==> src/hdl/pfr_pkg.sv <==
// ----------------------------------------------------------------------------
// Packet frame receiver package
// Shared sizes, register indexes, reset values and status codes.
// ----------------------------------------------------------------------------
`default_nettype none

package pfr_pkg;

    // Payload buffer depth in bytes (1 to 64)
    localparam int BUFFER_DEPTH = 64;
    localparam int ADDR_W       = (BUFFER_DEPTH > 1) ? $clog2(BUFFER_DEPTH) : 1;

    // Configuration register indexes
    localparam int CFG_INDEX_W = 2;
    localparam logic [CFG_INDEX_W-1:0] CFG_HEADER_FIRST   = 2'd0;
    localparam logic [CFG_INDEX_W-1:0] CFG_HEADER_SECOND  = 2'd1;
    localparam logic [CFG_INDEX_W-1:0] CFG_ADDRESS_ENABLE = 2'd2;
    localparam logic [CFG_INDEX_W-1:0] CFG_OWN_ID         = 2'd3;

    // Configuration reset values
    localparam logic [7:0] RST_HEADER_FIRST  = 8'd255;
    localparam logic [7:0] RST_HEADER_SECOND = 8'd170;
    localparam logic [7:0] RST_OWN_ID        = 8'd255;

    // Result status codes
    typedef logic [1:0] t_status;
    localparam t_status ST_ACCEPTED  = 2'd0;
    localparam t_status ST_BAD_SUM   = 2'd1;
    localparam t_status ST_OTHER_DST = 2'd2;
    localparam t_status ST_TOO_LONG  = 2'd3;

endpackage

`default_nettype wire

==> src/hdl/pfr_ram.sv <==
// ----------------------------------------------------------------------------
// Generic single-port-write, single-port-read RAM
// One write and one registered read per cycle; read data holds when idle.
// ----------------------------------------------------------------------------
`default_nettype none

module pfr_ram #(
    parameter int WIDTH = 8,
    parameter int DEPTH = 64,
    localparam int AW = (DEPTH > 1) ? $clog2(DEPTH) : 1
) (
    input  wire logic             i_clk,
    input  wire logic             i_wr_en,
    input  wire logic [AW-1:0]    i_wr_addr,
    input  wire logic [WIDTH-1:0] i_wr_data,
    input  wire logic             i_rd_en,
    input  wire logic [AW-1:0]    i_rd_addr,
    output logic      [WIDTH-1:0] o_rd_data
);

    logic [WIDTH-1:0] r_mem [DEPTH];
    logic [WIDTH-1:0] r_rd_data;

    // Write port
    always_ff @(posedge i_clk) begin
        if (i_wr_en) begin
            r_mem[i_wr_addr] <= i_wr_data;
        end
    end

    // Registered read port
    always_ff @(posedge i_clk) begin
        if (i_rd_en) begin
            r_rd_data <= r_mem[i_rd_addr];
        end
    end

    assign o_rd_data = r_rd_data;

endmodule

`default_nettype wire

==> src/hdl/packet_frame_receiver_top.sv <==
// ----------------------------------------------------------------------------
// Packet frame receiver
// Byte-stream deframer with additive payload checksum and replay buffer.
// ----------------------------------------------------------------------------
// Usage:
//   Slave stream: one received byte per transaction on s_axis_tdata.
//   Master stream: result items; a good frame replays its payload bytes
//   from the buffer RAM after the checksum byte, a rejected or empty frame
//   gives a single status item. tlast marks the final item for that byte.
//   Config channel: i_cfg_valid/o_cfg_ready with i_cfg_index, i_cfg_data;
//   write only while the block is idle. o_cfg_ready is always high.
// Timing:
//   A status item sits in the output register the cycle after its byte is
//   taken. After a byte that causes no item, or a single item, the input is
//   ready again as long as the output register is free. Replay reads each
//   payload byte from the RAM, then loads it into the output register, one
//   byte at a time. The input is not ready during replay.
// Reset: synchronous, active low; control and config registers take their reset
//   values and the hunt starts at the first header byte. The payload RAM and the output data registers are not cleared.
// Stall: a pending item holds in the output register; the input is ready
//   only while that register is empty or being drained.
// ----------------------------------------------------------------------------
`default_nettype none

module packet_frame_receiver_top (
    input  wire logic                           i_clk,
    input  wire logic                           i_rst_n,
    // Slave stream
    input  wire logic                           s_axis_tvalid,
    output logic                                s_axis_tready,
    input  wire logic [7:0]                     s_axis_tdata,  // [7:0] rx_byte
    // Master stream
    output logic                                m_axis_tvalid,
    input  wire logic                           m_axis_tready,
    // [1:0] status, [9:2] packet_type, [17:10] payload_byte, [23:18] byte_index
    output logic [23:0]                         m_axis_tdata,
    output logic                                m_axis_tuser,  // [0] has_payload
    output logic                                m_axis_tlast,
    // Config write channel
    input  wire logic                           i_cfg_valid,
    output logic                                o_cfg_ready,
    input  wire logic [pfr_pkg::CFG_INDEX_W-1:0] i_cfg_index,
    input  wire logic [7:0]                     i_cfg_data
);

    localparam int AW = pfr_pkg::ADDR_W;

    // Phase codes
    localparam logic [2:0] PH_HEAD1 = 3'd0;
    localparam logic [2:0] PH_HEAD2 = 3'd1;
    localparam logic [2:0] PH_DEST  = 3'd2;
    localparam logic [2:0] PH_TYPE  = 3'd3;
    localparam logic [2:0] PH_LEN   = 3'd4;
    localparam logic [2:0] PH_DATA  = 3'd5;
    localparam logic [2:0] PH_CHECK = 3'd6;

    // Config registers
    logic [7:0] r_header_first;
    logic [7:0] r_header_second;
    logic       r_address_enable;
    logic [7:0] r_own_id;

    // Frame state
    logic [2:0] r_phase,     n_phase;
    logic [7:0] r_dest,      n_dest;
    logic [7:0] r_type,      n_type;
    logic [6:0] r_frame_len, n_frame_len;
    logic [6:0] r_count,     n_count;
    logic [7:0] r_sum,       n_sum;

    // Replay state
    logic          r_rep_active, n_rep_active;
    logic          r_rep_rd,     n_rep_rd;
    logic [AW-1:0] r_rep_idx,    n_rep_idx;

    // Output register
    logic                  r_out_valid, n_out_valid;
    pfr_pkg::t_status      r_out_status;
    logic [7:0]            r_out_type;
    logic [7:0]            r_out_pay;
    logic [5:0]            r_out_idx;
    logic                  r_out_has;
    logic                  r_out_last;

    // Result load request
    logic                  res_load;
    pfr_pkg::t_status      res_status;
    logic [7:0]            res_pay;
    logic [5:0]            res_idx;
    logic                  res_has;
    logic                  res_last;

    // RAM ports
    logic          ram_wr_en;
    logic [AW-1:0] ram_wr_addr;
    logic          ram_rd_en;
    logic [7:0]    ram_rd_data;

    logic       in_fire;
    logic       out_free;
    logic [6:0] count_inc;
    logic [7:0] sum_inc;
    logic       rep_last;

    assign out_free      = !r_out_valid || m_axis_tready;
    assign s_axis_tready = !r_rep_active && out_free;
    assign in_fire       = s_axis_tvalid && s_axis_tready;
    assign o_cfg_ready   = 1'b1;

    assign count_inc = r_count + 7'd1;
    assign sum_inc   = r_sum + s_axis_tdata;
    assign rep_last  = ((7'(r_rep_idx) + 7'd1) == r_frame_len);

    assign ram_wr_addr = r_count[AW-1:0];
    assign ram_rd_en   = r_rep_active && !r_rep_rd;

    // Payload buffer
    pfr_ram #(
        .WIDTH (8),
        .DEPTH (pfr_pkg::BUFFER_DEPTH)
    ) u_payload_ram (
        .i_clk     (i_clk),
        .i_wr_en   (ram_wr_en),
        .i_wr_addr (ram_wr_addr),
        .i_wr_data (s_axis_tdata),
        .i_rd_en   (ram_rd_en),
        .i_rd_addr (r_rep_idx),
        .o_rd_data (ram_rd_data)
    );

    // Config writes
    always_ff @(posedge i_clk) begin
        if (!i_rst_n) begin
            r_header_first   <= pfr_pkg::RST_HEADER_FIRST;
            r_header_second  <= pfr_pkg::RST_HEADER_SECOND;
            r_address_enable <= 1'b0;
            r_own_id         <= pfr_pkg::RST_OWN_ID;
        end else if (i_cfg_valid && o_cfg_ready) begin
            unique case (i_cfg_index)
                pfr_pkg::CFG_HEADER_FIRST:   r_header_first   <= i_cfg_data;
                pfr_pkg::CFG_HEADER_SECOND:  r_header_second  <= i_cfg_data;
                pfr_pkg::CFG_ADDRESS_ENABLE: r_address_enable <= i_cfg_data[0];
                pfr_pkg::CFG_OWN_ID:         r_own_id         <= i_cfg_data;
            endcase
        end
    end

    // Parse bytes and sequence the replay
    always_comb begin
        n_phase      = r_phase;
        n_dest       = r_dest;
        n_type       = r_type;
        n_frame_len  = r_frame_len;
        n_count      = r_count;
        n_sum        = r_sum;
        n_rep_active = r_rep_active;
        n_rep_rd     = r_rep_rd;
        n_rep_idx    = r_rep_idx;
        ram_wr_en    = 1'b0;
        res_load     = 1'b0;
        res_status   = pfr_pkg::ST_ACCEPTED;
        res_pay      = 8'd0;
        res_idx      = 6'd0;
        res_has      = 1'b0;
        res_last     = 1'b1;

        if (in_fire) begin
            unique case (r_phase)
                PH_HEAD1: begin
                    if (s_axis_tdata == r_header_first) begin
                        n_phase = PH_HEAD2;
                    end
                end
                PH_HEAD2: begin
                    if (s_axis_tdata == r_header_second) begin
                        n_phase = r_address_enable ? PH_DEST : PH_TYPE;
                    end else begin
                        n_phase = PH_HEAD1;
                    end
                end
                PH_DEST: begin
                    n_dest  = s_axis_tdata;
                    n_phase = PH_TYPE;
                end
                PH_TYPE: begin
                    n_type  = s_axis_tdata;
                    n_phase = PH_LEN;
                end
                PH_LEN: begin
                    n_sum   = 8'd0;
                    n_count = 7'd0;
                    if (s_axis_tdata > 8'(pfr_pkg::BUFFER_DEPTH)) begin
                        n_frame_len = 7'd0;
                        n_phase     = PH_HEAD1;
                        res_load    = 1'b1;
                        res_status  = pfr_pkg::ST_TOO_LONG;
                    end else begin
                        n_frame_len = s_axis_tdata[6:0];
                        n_phase     = (s_axis_tdata == 8'd0) ? PH_CHECK : PH_DATA;
                    end
                end
                PH_DATA: begin
                    ram_wr_en = 1'b1;
                    n_sum     = sum_inc;
                    n_count   = count_inc;
                    if (count_inc >= r_frame_len) begin
                        n_phase = PH_CHECK;
                    end
                end
                PH_CHECK: begin
                    n_phase = PH_HEAD1;
                    if (s_axis_tdata != r_sum) begin
                        res_load   = 1'b1;
                        res_status = pfr_pkg::ST_BAD_SUM;
                    end else if (r_address_enable && (r_dest != r_own_id)) begin
                        res_load   = 1'b1;
                        res_status = pfr_pkg::ST_OTHER_DST;
                    end else if (r_frame_len == 7'd0) begin
                        res_load   = 1'b1;
                        res_status = pfr_pkg::ST_ACCEPTED;
                    end else begin
                        n_rep_active = 1'b1;
                        n_rep_rd     = 1'b0;
                        n_rep_idx    = '0;
                    end
                end
                default: begin
                    n_phase = PH_HEAD1;
                end
            endcase
        end else if (r_rep_active) begin
            // Issue a read, then hand its data to the output register
            if (!r_rep_rd) begin
                n_rep_rd = 1'b1;
            end else if (out_free) begin
                res_load   = 1'b1;
                res_status = pfr_pkg::ST_ACCEPTED;
                res_pay    = ram_rd_data;
                res_idx    = 6'(r_rep_idx);
                res_has    = 1'b1;
                res_last   = rep_last;
                n_rep_rd   = 1'b0;
                if (rep_last) begin
                    n_rep_active = 1'b0;
                end else begin
                    n_rep_idx = r_rep_idx + AW'(1);
                end
            end
        end

        n_out_valid = res_load || (r_out_valid && !m_axis_tready);
    end

    // Control state
    always_ff @(posedge i_clk) begin
        if (!i_rst_n) begin
            r_phase      <= PH_HEAD1;
            r_dest       <= 8'd0;
            r_type       <= 8'd0;
            r_frame_len  <= 7'd0;
            r_count      <= 7'd0;
            r_sum        <= 8'd0;
            r_rep_active <= 1'b0;
            r_rep_rd     <= 1'b0;
            r_rep_idx    <= '0;
            r_out_valid  <= 1'b0;
        end else begin
            r_phase      <= n_phase;
            r_dest       <= n_dest;
            r_type       <= n_type;
            r_frame_len  <= n_frame_len;
            r_count      <= n_count;
            r_sum        <= n_sum;
            r_rep_active <= n_rep_active;
            r_rep_rd     <= n_rep_rd;
            r_rep_idx    <= n_rep_idx;
            r_out_valid  <= n_out_valid;
        end
    end

    // Output payload register; type is taken from the updated frame state
    always_ff @(posedge i_clk) begin
        if (res_load) begin
            r_out_status <= res_status;
            r_out_type   <= n_type;
            r_out_pay    <= res_pay;
            r_out_idx    <= res_idx;
            r_out_has    <= res_has;
            r_out_last   <= res_last;
        end
    end

    assign m_axis_tvalid = r_out_valid;
    assign m_axis_tdata  = {r_out_idx, r_out_pay, r_out_type, r_out_status};
    assign m_axis_tuser  = r_out_has;
    assign m_axis_tlast  = r_out_last;

    // Replay index stays inside the frame
    a_rep_idx_range: assert property (@(posedge i_clk) disable iff (!i_rst_n)
        r_rep_active |-> (7'(r_rep_idx) < r_frame_len))
        else $error("replay index beyond frame length");

    // Stored frame length never exceeds the buffer
    a_len_bound: assert property (@(posedge i_clk) disable iff (!i_rst_n)
        r_frame_len <= 7'(pfr_pkg::BUFFER_DEPTH))
        else $error("frame length above buffer depth");

    // Payload items carry accepted status
    a_payload_status: assert property (@(posedge i_clk) disable iff (!i_rst_n)
        (r_out_valid && r_out_has) |-> (r_out_status == pfr_pkg::ST_ACCEPTED))
        else $error("payload item with reject status");

    // A non-final item only appears while a replay is still running
    a_nonlast_replay: assert property (@(posedge i_clk) disable iff (!i_rst_n)
        (r_out_valid && !r_out_last) |-> r_rep_active)
        else $error("non-final item outside replay");

endmodule

`default_nettype wire

==> config.mk <==
export PLATFORM = sky130hd
export DESIGN_NAME = packet_frame_receiver_top
export DESIGN_NICKNAME = d
export VERILOG_FILES = /design/src/hdl/pfr_pkg.sv /design/src/hdl/pfr_ram.sv /design/src/hdl/packet_frame_receiver_top.sv
export SDC_FILE = /design/constraint.sdc
export NUM_CORES = 1
export LEC_CHECK = 0
export BUFFER_PORTS_ARGS = -buffer_cell sky130_fd_sc_hd__buf_2
export CORE_MARGIN = 3
export CORE_UTILIZATION = 60
export DETAILED_ROUTE_END_ITERATION = 10
export HOLD_SLACK_MARGIN = 0.02
export PLACE_DENSITY = 0.85
export SYNTH_ARGS = -nofsm -noshare
export SYNTH_HDL_FRONTEND = slang
export SYNTH_SLANG_ARGS = --single-unit
==> constraint.sdc <==
create_clock -name i_clk -period 3.4 [get_ports i_clk]
set_input_delay 0.34 -clock i_clk [delete_from_list [all_inputs] [get_ports i_clk]]
set_output_delay 0.34 -clock i_clk [all_outputs]
set_load 0.02 [all_outputs]
==> flow_summary_export.csv <==
group,metric,value,unit
critical_path,worstPathArrival,3350,ps
synthesis,yosys-top-cells-area,"edfxtp_1, mux4_2, dfxtp_1",
grt,grt_pass1_wl,92640,um
grt,grt_usage,28.47,%
synthesis,synth_area,24980,sq um
place,gp_congestion,0.8422,
sta,finClkSkew,20.04,ps
critical_path,rr_startpoint,"r_rep_idx[0]",
clock_network,cts_setup_buffers,0,
clock_network,postCtsHoldBufs,8,
clock_network,cts_buffer_depth,3,
sta,final_hold_viol_count,0,
sta,period_needed,3028,ps
worst_hold_path,min_path_type,"primary input to flip-flop",
floorplan,die_h,210.0,um
routing,drc,0,
worst_hold_path,hp-start,"m_axis_tready",
finish,final_layout_size_suffix_gt1_share,26.58,%
synthesis,async_flop_share,0,%
sta,final.setup.tns,0,ps
synthesis,ys_ff_latch,621,
floorplan,die_width,210.0,um
clock_network,cts.clk_slew.worst_paths,60,ps
floorplan,core,41020,sq um
sta,worst_pin_slew,1067,ps
grt,grt_max_degree,67,
routing,avgViaCountPerCell,6.748,
grt,antenna_found_initial,5,
sta,finalCritPeriodShare,89.07,%
synthesis,yosysTopAreaCellShare,65.64,%
place,port_buffers,50,
synthesis,ys_warn_count,0,
synthesis,yosys_most_used_dff,"edfxtp_1",
finish,layout.nets,1563,
place,dp_hpwl,36280,um
routing,antenna_left,0,
sta,max_slew_margin,28.59,%
finish,area_growth,13.80,%
routing,wl_per_cell,29.13,um
critical_path,cp-start-kind,"flip-flop",
clock_network,cts-resized-gates,0,
synthesis,post-synth-top-count-cell,"edfxtp_1",
routing,vias,14190,
synthesis,synth_common_cells,"edfxtp_1, mux4_2, nor2_1",
routing,drt_first_pass_iters,7,
synthesis,yosysTopAreaCell,"edfxtp_1",
pwr,vdd_drop_max,0.4957,mV
critical_path,cp-end-kind,"flip-flop",
clock_network,clkLatencyLatePin,620,ps
critical_path,timing.critical_path.from,"r_rep_idx[0]",
synthesis,ys_seq_area_share,71.65,%
pwr,leakage,9.193,nW
clock_network,htree_num_levels,2,
floorplan,ios,52,
pwr,p_per_area,533.6,nW/um^2
synthesis,syn_inst,1382,
synthesis,synth_edf_count,546,
clock_network,cts_tree,"done",
synthesis,avgSynthCellArea,18.07,sq um
floorplan,start_util,60.90,%
clock_network,cts_sinks,621,
sta,finalSetupViolations,0,
routing,dr.first_iter.drc_count,2068,
critical_path,required,3720,ps
critical_path,critical_path.max_fanout,17,
grt,grt-ovfl-total,0,
grt,grt_pass1_vias,14440,
finish,stdcell_area,28420,sq um
clock_network,root_buffer,"clkbuf_16",
floorplan,dieArea,44110,sq um
sta,fmax,330.2,MHz
routing,wirelength,61240,um
place,post_dp_cell_area,26420,sq um
synthesis,syn_nets,1422,
floorplan,rows,74,
sta,finalMaxSlewViolations,0,
sta,rsz0062_at_grt,"no",
synthesis,synth_cell_types,54,
sta,hold_ws,73.84,ps
run_status,status,"completed",
job,maxCapViolCount,0,
critical_path,path_class,"flip-flop to flip-flop",
clock_network,numCtsBuffers,59,
==> metal layers <==
| metal | up-vias | part of all wire (%) | global-route usage, % |
|---|---|---|---|
| li1 | 5750 | - | - |
| met1 | 7172 | 36 | 38.24 |
| met2 | 1039 | 50 | 47.17 |
| met3 | 220 | 9.6 | 4.971 |
| met4 | 4 | 4.5 | 12.02 |
| met5 | - | 0.054 | 0 |
==> logic make-up (layout without fill, tap and decap cells) <==
kind of cell / count (synthesis) / count (layout) / synth area share [%]
xor+xnor: 42 / 42 / 1.473
simple gates: 313 / 313 / 5.871
other cells: 1 / 2 / 0.01501
mux: 193 / 193 / 15.89
flops: 621 / 621 / 71.65
compound gates: 96 / 96 / 2.450
fa+ha+maj: 17 / 17 / 0.8816
buf+inv: 99 / 286 / 1.768
==> state kept, by name (all words and copies together) (netlist names), 8 cells and up <==
name and flops:
u_payload_ram.r_mem 512, r_dest 8, r_header_first 8, r_header_second 8, r_out_pay 8, r_out_type 8, r_own_id 8, r_sum 8
r_type 8, u_payload_ram.o_rd_data 8
==> path summary, 6_finish.rpt <==
kind	end	depth (start not counted)	slack, ps
worst max-delay path	u_payload_ram.o_rd_data[0]	7	370
worst min-delay path	m_axis_tvalid	3	70
worst max register to register	u_payload_ram.o_rd_data[0]	7	370
worst min register to register	r_sum[2]	2	470
==> layout by cell type (no fill, tap or decap), types with 10 or more instances in the layout <==
cell       instances
clkinv_1          10
nand3_1           47
nor2_1           115
and2_1            21
ha_1              16
a21oi_1           36
nand2_1           67
mux2i_1           23
clkbuf_16         61
clkbuf_1          12
edfxtp_1         546
o21ai_0           14
nor2b_1           12
xnor2_1           29
dfxtp_1           72
buf_4             95
buf_2             50
inv_1             17
xor2_1            13
nand4_1           11
mux4_2           162
==> critical path: stages (launching register included) <==
cell and delay (ps):
dfxtp_4 520, buf_12 230, buf_4 180, mux4_2 550, mux4_2 510, nor2b_1 170, a211oi_1 420, a21oi_1 120
==> area by class of cell <==
cell class	count	area, sq um
Antenna cell	1	2.502
Clock buffer	77	1618
Clock inverter	30	306.5
Fill cell	2355	12590
Inverter	17	63.81
Multi-Input combinational cell	662	6639
Sequential cell	621	17910
Tap cell	532	665.6
Timing Repair Buffer	162	1224
==> metrics by stage <==
stage	total power, mW	instances	setup slack, ps	util, %
4_1_cts	15.23	2101	364.8	69.29
2_1_floorplan	8.578	1382	942.3	-
5_1_grt	15.50	2101	271.4	69.29
3_3_place_gp	8.731	1986	437.6	64.41
6_report	15.17	2102	371.6	69.30
3_5_place_dp	8.746	1986	435.1	64.41
==> report_power, final <==
part	leakage, nW	switching, mW	internal (mW)
registers	5.50	0.0171	8.29
logic	2.75	0.212	0.0751
clock network	0.944	2.77	3.80
total	9.19	3.00	12.2
(Power assumes the default switching activity.)
